## config.mk

```make
export PLATFORM = sky130hd
export DESIGN_NAME = mosaic_cell_merge_reducer_top
export DESIGN_NICKNAME = d
export VERILOG_FILES = /design/src/rtl/core/mcmr_pkg.sv /design/src/rtl/core/mosaic_cell_merge_reducer_top.sv /design/src/rtl/core/mcmr_ctrl.sv /design/src/rtl/core/mcmr_div.sv /design/src/rtl/core/mcmr_datapath.sv
export SDC_FILE = /design/constraint.sdc
export NUM_CORES = 1
export LEC_CHECK = 0
export ABC_AREA = 1
export CORE_ASPECT_RATIO = 1.2
export CORE_MARGIN = 2
export CORE_UTILIZATION = 65
export DETAILED_ROUTE_END_ITERATION = 10
export DONT_BUFFER_PORTS = 1
export PLACE_DENSITY = 0.8
export SYNTH_ARGS = -nofsm -noshare
export SYNTH_HDL_FRONTEND = slang
export SYNTH_SLANG_ARGS = --single-unit
```

## constraint.sdc

```tcl
create_clock -name clk -period 4.7 [get_ports clk]
set_input_delay 0.705 -clock clk [delete_from_list [all_inputs] [get_ports clk]]
set_output_delay 0.705 -clock clk [all_outputs]
set_load 0.02 [all_outputs]
```

## src/rtl/core/mcmr_pkg.sv

```systemverilog
package mcmr_pkg;

    localparam int MAX_SOURCES = 16;
    localparam int SMP_W       = 32;
    localparam int OUT_W       = 36;
    localparam int MODE_W      = 3;
    localparam int CFG_IDX_W   = 2;
    localparam int CNT_W       = $clog2(MAX_SOURCES + 1);
    // Exact sum of up to MAX_SOURCES signed samples.
    localparam int ACC_W       = SMP_W + $clog2(MAX_SOURCES);
    // Compare width that holds both the accumulator and the saturation limits.
    localparam int CMP_W       = (ACC_W > OUT_W) ? ACC_W : OUT_W + 1;
    localparam int STEP_W      = $clog2(ACC_W);

    localparam logic signed [SMP_W-1:0] OUT_NODATA_RST = -32'sd9999;

    localparam logic signed [CMP_W-1:0] SAT_MAX =
        {{(CMP_W - OUT_W + 1){1'b0}}, {(OUT_W - 1){1'b1}}};
    localparam logic signed [CMP_W-1:0] SAT_MIN =
        {{(CMP_W - OUT_W + 1){1'b1}}, {(OUT_W - 1){1'b0}}};

    typedef enum logic [MODE_W-1:0] {
        MODE_FIRST = 3'd0,
        MODE_LAST  = 3'd1,
        MODE_MIN   = 3'd2,
        MODE_MAX   = 3'd3,
        MODE_AVG   = 3'd4,
        MODE_SUM   = 3'd5
    } mode_t;

    typedef enum logic [CFG_IDX_W-1:0] {
        REG_MERGE_MODE = 2'd0,
        REG_OUT_NODATA = 2'd1
    } reg_idx_t;

    typedef enum logic [1:0] {
        ST_ACCUM = 2'd0,
        ST_CLOSE = 2'd1,
        ST_DIV   = 2'd2,
        ST_EMIT  = 2'd3
    } state_t;

    typedef struct packed {
        logic take;
        logic div_start;
        logic emit;
    } ctrl_cmd_t;

    typedef struct packed {
        logic need_div;
        logic div_done;
        logic out_free;
    } dp_status_t;

endpackage

```

## src/rtl/core/mosaic_cell_merge_reducer_top.sv

```systemverilog
// Mosaic cell merge reducer.
// Input channel (in_valid/in_ready) carries one candidate per request: sample, covered,
// src_nodata and cell_end. Candidates that are not covered or equal their source nodata
// are skipped. The request with cell_end closes the cell and yields one result on the
// output channel (out_valid/out_ready): merged, empty_res and overflow.
// Candidates without cell_end are taken one per cycle. After a cell_end request the
// input is held off until the result is loaded into the output register; for average
// over a nonempty cell a one-bit-per-cycle restoring divider first walks the whole
// accumulator width.
// The output register parts the two channels: while a finished result waits on
// out_ready, candidates of the next cell keep being taken; only the next cell close
// waits for the register to free up.
// The user must write registers through cfg_we/cfg_idx/cfg_wdata only while the block
// is idle; it does not enforce this. Index 0 merge mode, index 1 output nodata value.
// Reset (rst_n low, asynchronous) selects the first mode, sets the output nodata
// value to -9999 and clears the cell state and the output valid flag.
module mosaic_cell_merge_reducer_top
(
    input  logic                                    clk,
    input  logic                                    rst_n,
    input  logic                                    in_valid,
    output logic                                    in_ready,
    input  logic signed [mcmr_pkg::SMP_W-1:0]       sample,
    input  logic                                    covered,
    input  logic signed [mcmr_pkg::SMP_W-1:0]       src_nodata,
    input  logic                                    cell_end,
    output logic                                    out_valid,
    input  logic                                    out_ready,
    output logic signed [mcmr_pkg::OUT_W-1:0]       merged,
    output logic                                    empty_res,
    output logic                                    overflow,
    input  logic                                    cfg_we,
    input  logic        [mcmr_pkg::CFG_IDX_W-1:0]   cfg_idx,
    input  logic        [mcmr_pkg::SMP_W-1:0]       cfg_wdata
);

    mcmr_pkg::ctrl_cmd_t    cmd;
    mcmr_pkg::dp_status_t   status;

    mcmr_ctrl u_ctrl
    (
        .clk      (clk),
        .rst_n    (rst_n),
        .in_valid (in_valid),
        .cell_end (cell_end),
        .status   (status),
        .in_ready (in_ready),
        .cmd      (cmd)
    );

    mcmr_datapath u_datapath
    (
        .clk        (clk),
        .rst_n      (rst_n),
        .cmd        (cmd),
        .status     (status),
        .sample     (sample),
        .covered    (covered),
        .src_nodata (src_nodata),
        .cfg_we     (cfg_we),
        .cfg_idx    (cfg_idx),
        .cfg_wdata  (cfg_wdata),
        .out_ready  (out_ready),
        .out_valid  (out_valid),
        .merged     (merged),
        .empty_res  (empty_res),
        .overflow   (overflow)
    );

`ifndef SYNTHESIS
    // A closing request must stop the input until its result has been produced.
    a_close_stalls: assert property (@(posedge clk) disable iff (!rst_n)
        (in_valid && in_ready && cell_end) |=> !in_ready)
        else $error("input still ready after a cell was closed");

    // An empty cell never reports overflow.
    a_empty_no_ovf: assert property (@(posedge clk) disable iff (!rst_n)
        (out_valid && empty_res) |-> !overflow)
        else $error("empty cell flagged with overflow");

    // A new result only appears after the input was held off for the close.
    a_result_after_close: assert property (@(posedge clk) disable iff (!rst_n)
        $rose(out_valid) |-> !$past(in_ready))
        else $error("result appeared while the input was accepting");
`endif

endmodule

```

## src/rtl/core/mcmr_ctrl.sv

```systemverilog
module mcmr_ctrl
(
    input  logic                   clk,
    input  logic                   rst_n,
    input  logic                   in_valid,
    input  logic                   cell_end,
    input  mcmr_pkg::dp_status_t   status,
    output logic                   in_ready,
    output mcmr_pkg::ctrl_cmd_t    cmd
);

    mcmr_pkg::state_t state_reg;
    mcmr_pkg::state_t state_next;

    always_ff @(posedge clk or negedge rst_n)
    begin
        if (!rst_n)
        begin
            state_reg <= mcmr_pkg::ST_ACCUM;
        end
        else
        begin
            state_reg <= state_next;
        end
    end

    always_comb
    begin
        state_next = state_reg;
        cmd        = '0;
        in_ready   = 1'b0;
        unique case (state_reg)
            mcmr_pkg::ST_ACCUM:
            begin
                in_ready = 1'b1;
                if (in_valid)
                begin
                    cmd.take = 1'b1;
                    if (cell_end)
                    begin
                        state_next = mcmr_pkg::ST_CLOSE;
                    end
                end
            end
            mcmr_pkg::ST_CLOSE:
            begin
                if (status.need_div)
                begin
                    cmd.div_start = 1'b1;
                    state_next    = mcmr_pkg::ST_DIV;
                end
                else
                begin
                    state_next = mcmr_pkg::ST_EMIT;
                end
            end
            mcmr_pkg::ST_DIV:
            begin
                if (status.div_done)
                begin
                    state_next = mcmr_pkg::ST_EMIT;
                end
            end
            mcmr_pkg::ST_EMIT:
            begin
                if (status.out_free)
                begin
                    cmd.emit   = 1'b1;
                    state_next = mcmr_pkg::ST_ACCUM;
                end
            end
            default:
            begin
                state_next = mcmr_pkg::ST_ACCUM;
            end
        endcase
    end

endmodule

```

## src/rtl/core/mcmr_div.sv

```systemverilog
module mcmr_div
(
    input  logic                                clk,
    input  logic                                rst_n,
    input  logic                                start,
    input  logic signed [mcmr_pkg::ACC_W-1:0]   dividend,
    input  logic        [mcmr_pkg::CNT_W-1:0]   divisor,
    output logic                                done,
    output logic signed [mcmr_pkg::ACC_W-1:0]   quotient
);

    logic                               busy_reg;
    logic                               done_reg;
    logic [mcmr_pkg::STEP_W-1:0]        step_reg;
    logic [mcmr_pkg::ACC_W-1:0]         quo_reg;
    logic [mcmr_pkg::CNT_W-1:0]         rem_reg;
    logic [mcmr_pkg::CNT_W-1:0]         dvs_reg;
    logic                               neg_reg;

    logic [mcmr_pkg::CNT_W:0]           rem_sh;
    logic [mcmr_pkg::CNT_W:0]           rem_diff;
    logic                               fits;
    logic [mcmr_pkg::CNT_W-1:0]         rem_next;
    logic [mcmr_pkg::ACC_W-1:0]         quo_next;

    // One restoring step per cycle on the magnitude; the sign is applied at the end,
    // which gives truncation toward zero.
    assign rem_sh   = {rem_reg, quo_reg[mcmr_pkg::ACC_W-1]};
    assign fits     = (rem_sh >= {1'b0, dvs_reg});
    assign rem_diff = rem_sh - {1'b0, dvs_reg};
    assign rem_next = fits ? rem_diff[mcmr_pkg::CNT_W-1:0] : rem_sh[mcmr_pkg::CNT_W-1:0];
    assign quo_next = {quo_reg[mcmr_pkg::ACC_W-2:0], fits};

    always_ff @(posedge clk or negedge rst_n)
    begin
        if (!rst_n)
        begin
            busy_reg <= 1'b0;
            done_reg <= 1'b0;
            step_reg <= '0;
        end
        else
        begin
            done_reg <= busy_reg && (step_reg == '0);
            if (start)
            begin
                busy_reg <= 1'b1;
                step_reg <= mcmr_pkg::STEP_W'(mcmr_pkg::ACC_W - 1);
            end
            else if (busy_reg)
            begin
                if (step_reg == '0)
                begin
                    busy_reg <= 1'b0;
                end
                else
                begin
                    step_reg <= step_reg - 1'b1;
                end
            end
        end
    end

    always_ff @(posedge clk)
    begin
        if (start)
        begin
            neg_reg <= dividend[mcmr_pkg::ACC_W-1];
            quo_reg <= dividend[mcmr_pkg::ACC_W-1] ? -dividend : dividend;
            rem_reg <= '0;
            dvs_reg <= divisor;
        end
        else if (busy_reg)
        begin
            quo_reg <= quo_next;
            rem_reg <= rem_next;
        end
    end

    assign done     = done_reg;
    assign quotient = neg_reg ? -signed'(quo_reg) : signed'(quo_reg);

endmodule

```

## src/rtl/core/mcmr_datapath.sv

```systemverilog
module mcmr_datapath
(
    input  logic                                    clk,
    input  logic                                    rst_n,
    input  mcmr_pkg::ctrl_cmd_t                     cmd,
    output mcmr_pkg::dp_status_t                    status,
    input  logic signed [mcmr_pkg::SMP_W-1:0]       sample,
    input  logic                                    covered,
    input  logic signed [mcmr_pkg::SMP_W-1:0]       src_nodata,
    input  logic                                    cfg_we,
    input  logic        [mcmr_pkg::CFG_IDX_W-1:0]   cfg_idx,
    input  logic        [mcmr_pkg::SMP_W-1:0]       cfg_wdata,
    input  logic                                    out_ready,
    output logic                                    out_valid,
    output logic signed [mcmr_pkg::OUT_W-1:0]       merged,
    output logic                                    empty_res,
    output logic                                    overflow
);

    logic        [mcmr_pkg::MODE_W-1:0]     mode_reg;
    logic signed [mcmr_pkg::SMP_W-1:0]      nodata_reg;
    logic        [mcmr_pkg::CNT_W-1:0]      cnt_reg;
    logic                                   ovf_reg;
    logic signed [mcmr_pkg::SMP_W-1:0]      first_reg;
    logic signed [mcmr_pkg::SMP_W-1:0]      last_reg;
    logic signed [mcmr_pkg::SMP_W-1:0]      min_reg;
    logic signed [mcmr_pkg::SMP_W-1:0]      max_reg;
    logic signed [mcmr_pkg::ACC_W-1:0]      sum_reg;
    logic                                   out_valid_reg;
    logic signed [mcmr_pkg::OUT_W-1:0]      merged_reg;
    logic                                   empty_reg;
    logic                                   ovf_out_reg;

    logic                                   smp_ok;
    logic                                   full;
    logic                                   first_smp;
    logic signed [mcmr_pkg::ACC_W-1:0]      sum_base;
    logic                                   div_done;
    logic signed [mcmr_pkg::ACC_W-1:0]      quotient;
    logic signed [mcmr_pkg::CMP_W-1:0]      sum_ext;
    logic signed [mcmr_pkg::CMP_W-1:0]      quo_ext;
    logic signed [mcmr_pkg::OUT_W-1:0]      sum_sat;
    logic signed [mcmr_pkg::OUT_W-1:0]      merged_next;

    assign smp_ok    = covered && (sample != src_nodata);
    assign full      = (cnt_reg == mcmr_pkg::CNT_W'(mcmr_pkg::MAX_SOURCES));
    assign first_smp = (cnt_reg == '0);
    assign sum_base  = first_smp ? '0 : sum_reg;

    mcmr_div u_div
    (
        .clk      (clk),
        .rst_n    (rst_n),
        .start    (cmd.div_start),
        .dividend (sum_reg),
        .divisor  (cnt_reg),
        .done     (div_done),
        .quotient (quotient)
    );

    assign sum_ext = mcmr_pkg::CMP_W'(sum_reg);
    assign quo_ext = mcmr_pkg::CMP_W'(quotient);

    always_comb
    begin
        if (sum_ext > mcmr_pkg::SAT_MAX)
        begin
            sum_sat = mcmr_pkg::SAT_MAX[mcmr_pkg::OUT_W-1:0];
        end
        else if (sum_ext < mcmr_pkg::SAT_MIN)
        begin
            sum_sat = mcmr_pkg::SAT_MIN[mcmr_pkg::OUT_W-1:0];
        end
        else
        begin
            sum_sat = sum_ext[mcmr_pkg::OUT_W-1:0];
        end
    end

    always_comb
    begin
        if (first_smp)
        begin
            merged_next = mcmr_pkg::OUT_W'(nodata_reg);
        end
        else
        begin
            unique case (mode_reg)
                mcmr_pkg::MODE_LAST: merged_next = mcmr_pkg::OUT_W'(last_reg);
                mcmr_pkg::MODE_MIN:  merged_next = mcmr_pkg::OUT_W'(min_reg);
                mcmr_pkg::MODE_MAX:  merged_next = mcmr_pkg::OUT_W'(max_reg);
                mcmr_pkg::MODE_AVG:  merged_next = quo_ext[mcmr_pkg::OUT_W-1:0];
                mcmr_pkg::MODE_SUM:  merged_next = sum_sat;
                default:             merged_next = mcmr_pkg::OUT_W'(first_reg);
            endcase
        end
    end

    always_ff @(posedge clk or negedge rst_n)
    begin
        if (!rst_n)
        begin
            mode_reg      <= mcmr_pkg::MODE_FIRST;
            nodata_reg    <= mcmr_pkg::OUT_NODATA_RST;
            cnt_reg       <= '0;
            ovf_reg       <= 1'b0;
            out_valid_reg <= 1'b0;
        end
        else
        begin
            if (cfg_we)
            begin
                if (cfg_idx == mcmr_pkg::REG_MERGE_MODE)
                begin
                    mode_reg <= cfg_wdata[mcmr_pkg::MODE_W-1:0];
                end
                else if (cfg_idx == mcmr_pkg::REG_OUT_NODATA)
                begin
                    nodata_reg <= signed'(cfg_wdata);
                end
            end

            if (cmd.emit)
            begin
                cnt_reg <= '0;
                ovf_reg <= 1'b0;
            end
            else if (cmd.take && smp_ok)
            begin
                if (full)
                begin
                    ovf_reg <= 1'b1;
                end
                else
                begin
                    cnt_reg <= cnt_reg + 1'b1;
                end
            end

            if (cmd.emit)
            begin
                out_valid_reg <= 1'b1;
            end
            else if (out_ready)
            begin
                out_valid_reg <= 1'b0;
            end
        end
    end

    // Sample registers are only meaningful once the count is nonzero.
    always_ff @(posedge clk)
    begin
        if (cmd.take && smp_ok && !full)
        begin
            last_reg <= sample;
            sum_reg  <= sum_base + mcmr_pkg::ACC_W'(sample);
            if (first_smp)
            begin
                first_reg <= sample;
                min_reg   <= sample;
                max_reg   <= sample;
            end
            else
            begin
                if (sample < min_reg)
                begin
                    min_reg <= sample;
                end
                if (sample > max_reg)
                begin
                    max_reg <= sample;
                end
            end
        end

        if (cmd.emit)
        begin
            merged_reg  <= merged_next;
            empty_reg   <= first_smp;
            ovf_out_reg <= ovf_reg && !first_smp;
        end
    end

    assign status.need_div = (mode_reg == mcmr_pkg::MODE_AVG) && !first_smp;
    assign status.div_done = div_done;
    assign status.out_free = !out_valid_reg || out_ready;

    assign out_valid = out_valid_reg;
    assign merged    = merged_reg;
    assign empty_res = empty_reg;
    assign overflow  = ovf_out_reg;

endmodule
```

==> results.md <==
* H-tree levels at 2
* Mux contribution to synthesized area at 0.0173
* Status: finished clean
* Critical Path Most Common Cell: nand2_1
* RSZ-0062 raised after global routing: no
* CTS tree: yes
* Number of I/O port buffers at 0
* Clock Sinks at 301
* Final std cells w/o fill at 2,589
* Synth warn at 0
* Worst vdd ir at roughly 0.35 mV
* Router iterations before antenna repair at 6
* Worst-margin pin slew at 1.07 ns
* Post-Synth Adder-Cell Area at 0.0771
* Syn_area_per_cell at between 8 and 9 um2
* # DRC at 0
* Clk_skew at between 0.015 and 0.02 ns
* Later-pin clock latency in the skew report at 0.53 ns
* # resized after CTS at 0
* Global Route met1 Usage at 0.475
* GRT Resource Usage Total at 0.393
* Endpoints failing setup at 0
* Number of DRC markers in iteration 0 at roughly 2,000
* Dpl cells at about 2,500
* Yosys cell types at 62
* Combinational family with the most area after synthesis: simple AND/OR/NAND/NOR gates
* Net Count, Synth at 2,397
* Ys flop type: edfxtp_1
* Initial Util at 0.657
* GPL Wtd Cong at 0.962
* Row count at 68
* Seq cells post-synth at between 300 and 400
* Core area at 28,700 um2
* Via/cell ratio at 6.23
* Area growth, synth to finish at 8.21%
* Minimum clock period at 3.84 ns
* Final Hold Fails at 0
* Die width at 159 um
* Max Fclk at 261 MHz
* CP peak stage delay at around 0.44 ns
* Final HPWL DP at 44,300 um
* Layout Utilization at 0.711
* Critical path buffers and inverters at 4
* Global route hottest layer: met2
* Hold WC Path Type: in -> async
* Max_slew headroom at 0.283
* Max-cap viol count at 0
* Largest net degree at the start of global routing at 52
* Total Power at 11.7 mW
* Via count at 16,139
* Synth async-reset ratio at 0.173
* Crit Path Category: reg -> reg
* Overall die area at slightly above 30,000 um2
* Root buffer cell: clkbuf_16
* Worst-path fanout max at 29
* Crit path DAT at 4.12 ns
* Max Root-Sink Buffers at 3
* DR WL/cell at roughly 23 um
* # hold bufs at CTS at 1
* CTS Buf Count at 34
* Leakage power at 8.93 nW
* Final nets at 2,398
* Slowest stage cell, crit path: ha_1
* Met2 GRT Util at 0.672
* Worst setup SP type: flip-flop
* CP Cell Sequence: inv_1, ha_1, nand3_2, buf_4, nand2_1, inv_1, ha_1, nand2_1, nor2_1, inv_1, nor2_1, a21boi_0, nor2_1, nand2_1, nand3_1, nand3b_1, nand2_1
* Final Max Slew Viols at 0
* Synth Area in XOR/XNOR at 0.0330
* Reg clk slew, reported paths at 0.06 ns
* Seq/Total Area, Yosys at 0.465
* Total grt overflow at 0
* Simple-Gate Fraction of Synth Area at 0.218
* Synth Instances at around 2,200
* Crit. End Element: flip-flop
* First-pass GRT wire length at between 90,000 and 100,000 um
* Initial antenna violation count at 2
* Pwr Density at between 500 and 600 nW/um2
* Family with the most delay on the worst path: simple AND/OR/NAND/NOR gates
* Hold slack final at a little over 0.01 ns
* I/O Pins at 145
* Post-synthesis compound-gate area fraction at 0.116
* Die Y at 191 um
* Routed Antenna Nets at 0
* Period Utilization, post-route at 0.817
* Setup Buffers After CTS at 0
* Final setup TNS at 0 ns
* Final wirelength at 59,500 um
* Layout cell share with drive strength beyond 1 at 0.0853
* Vias in the first global route at approximately 16,000
* Mapped Area at 18,800 um2
* EDFF count, synth at 244
* Met3 Track Usage GR at 0.0726
* WP data required at 4.98 ns
-- synth_stat cells (10+ instances only) --
cell      number  share of area
dfrtp_1       27          0.036
ha_1         113          0.075
o21ai_0      113          0.030
buf_2         21         0.0056
nor2_1       191          0.038
mux2_2        29          0.017
o211ai_1      15         0.0060
nand3b_1      10         0.0040
xnor2_1       26          0.012
nor3_1        33         0.0088
a21oi_1      118          0.031
edfxtp_1     244           0.39
nand3_1      137          0.036
inv_2         17         0.0034
clkbuf_1      12         0.0024
inv_1        277          0.055
o22ai_1       10         0.0033
o221ai_1      13         0.0060
nand2_1      504           0.10
xor2_1        45          0.021
nand4_1       35          0.012
dfstp_2       25          0.035
o21ai_1       31         0.0082
-- worst paths after layout --
check | from | end | slack (ns) | cells after the start
min in group clk | sample[1] | u_datapath.first_reg[1] | 0.27 | 0
hold / removal | rst_n | u_datapath.out_valid | 0.01 | 1
setup / recovery | u_datapath.cnt_reg[0] | u_datapath.sum_reg[35] | 0.86 | 17
setup reg to reg | u_datapath.cnt_reg[0] | u_datapath.sum_reg[35] | 0.86 | 17
max in group asynchronous | rst_n | u_datapath.nodata_reg[13] | 4.52 | 1
hold reg to reg | u_datapath.u_div.rem_reg[4] | u_datapath.u_div.rem_reg[4] | 0.49 | 2
-- metrics by stage --
| step | worst slack (ns) | instance area (um2) |
|---|---|---|
| floorplan | 0.736 | 18800 |
| global placement | 0.931 | 19200 |
| detailed placement | 0.894 | 19200 |
| CTS | 0.890 | 20400 |
| global route | 0.657 | 20400 |
| finish | 0.862 | 20400 |
-- report_power, final --
| group | switching (mW) | internal (mW) | leakage, nW |
|---|---|---|---|
| Clock | 1.11 | 1.67 | 0.554 |
| Sequential | 0.612 | 3.83 | 2.88 |
| Combinational | 3.06 | 1.37 | 5.49 |
-- layer usage --
layer / vias to the layer above / share of wire
met4: 4 / 0.057
met5: - / 0.00039
li1: 7408 / -
met1: 7593 / 0.37
met2: 961 / 0.48
met3: 173 / 0.094
-- placed cells by master, fill, tap and decap left out, drive strengths merged, types with 34 or more instances in the layout --
master	synthesis	final
a21oi	118	118
nor3	34	34
xor2	45	45
edfxtp	244	244
o21ai	149	149
inv	294	296
nand2	508	508
nand3	144	144
ha	113	113
nor2	200	200
clkbuf	12	47
nand4	36	36
-- logic make-up after synthesis --
family          Yosys count
simple gates            950
compound gates          365
buf+inv                 346
flops                   301
fa+ha+maj               115
xor+xnor                 71
mux                      29
-- final cells by class --
type / instances / area, um2
Clock inverter: 14 / 163
Tap cell: 385 / 482
Fill cell: 2231 / 8280
Clock buffer: 47 / 1000
Antenna cell: 1 / 2.50
Inverter: 295 / 1110
Timing Repair Buffer: 16 / 158
Sequential cell: 301 / 8760
Multi-Input combinational cell: 1530 / 8720
Power figures use the tool's default switching activity.
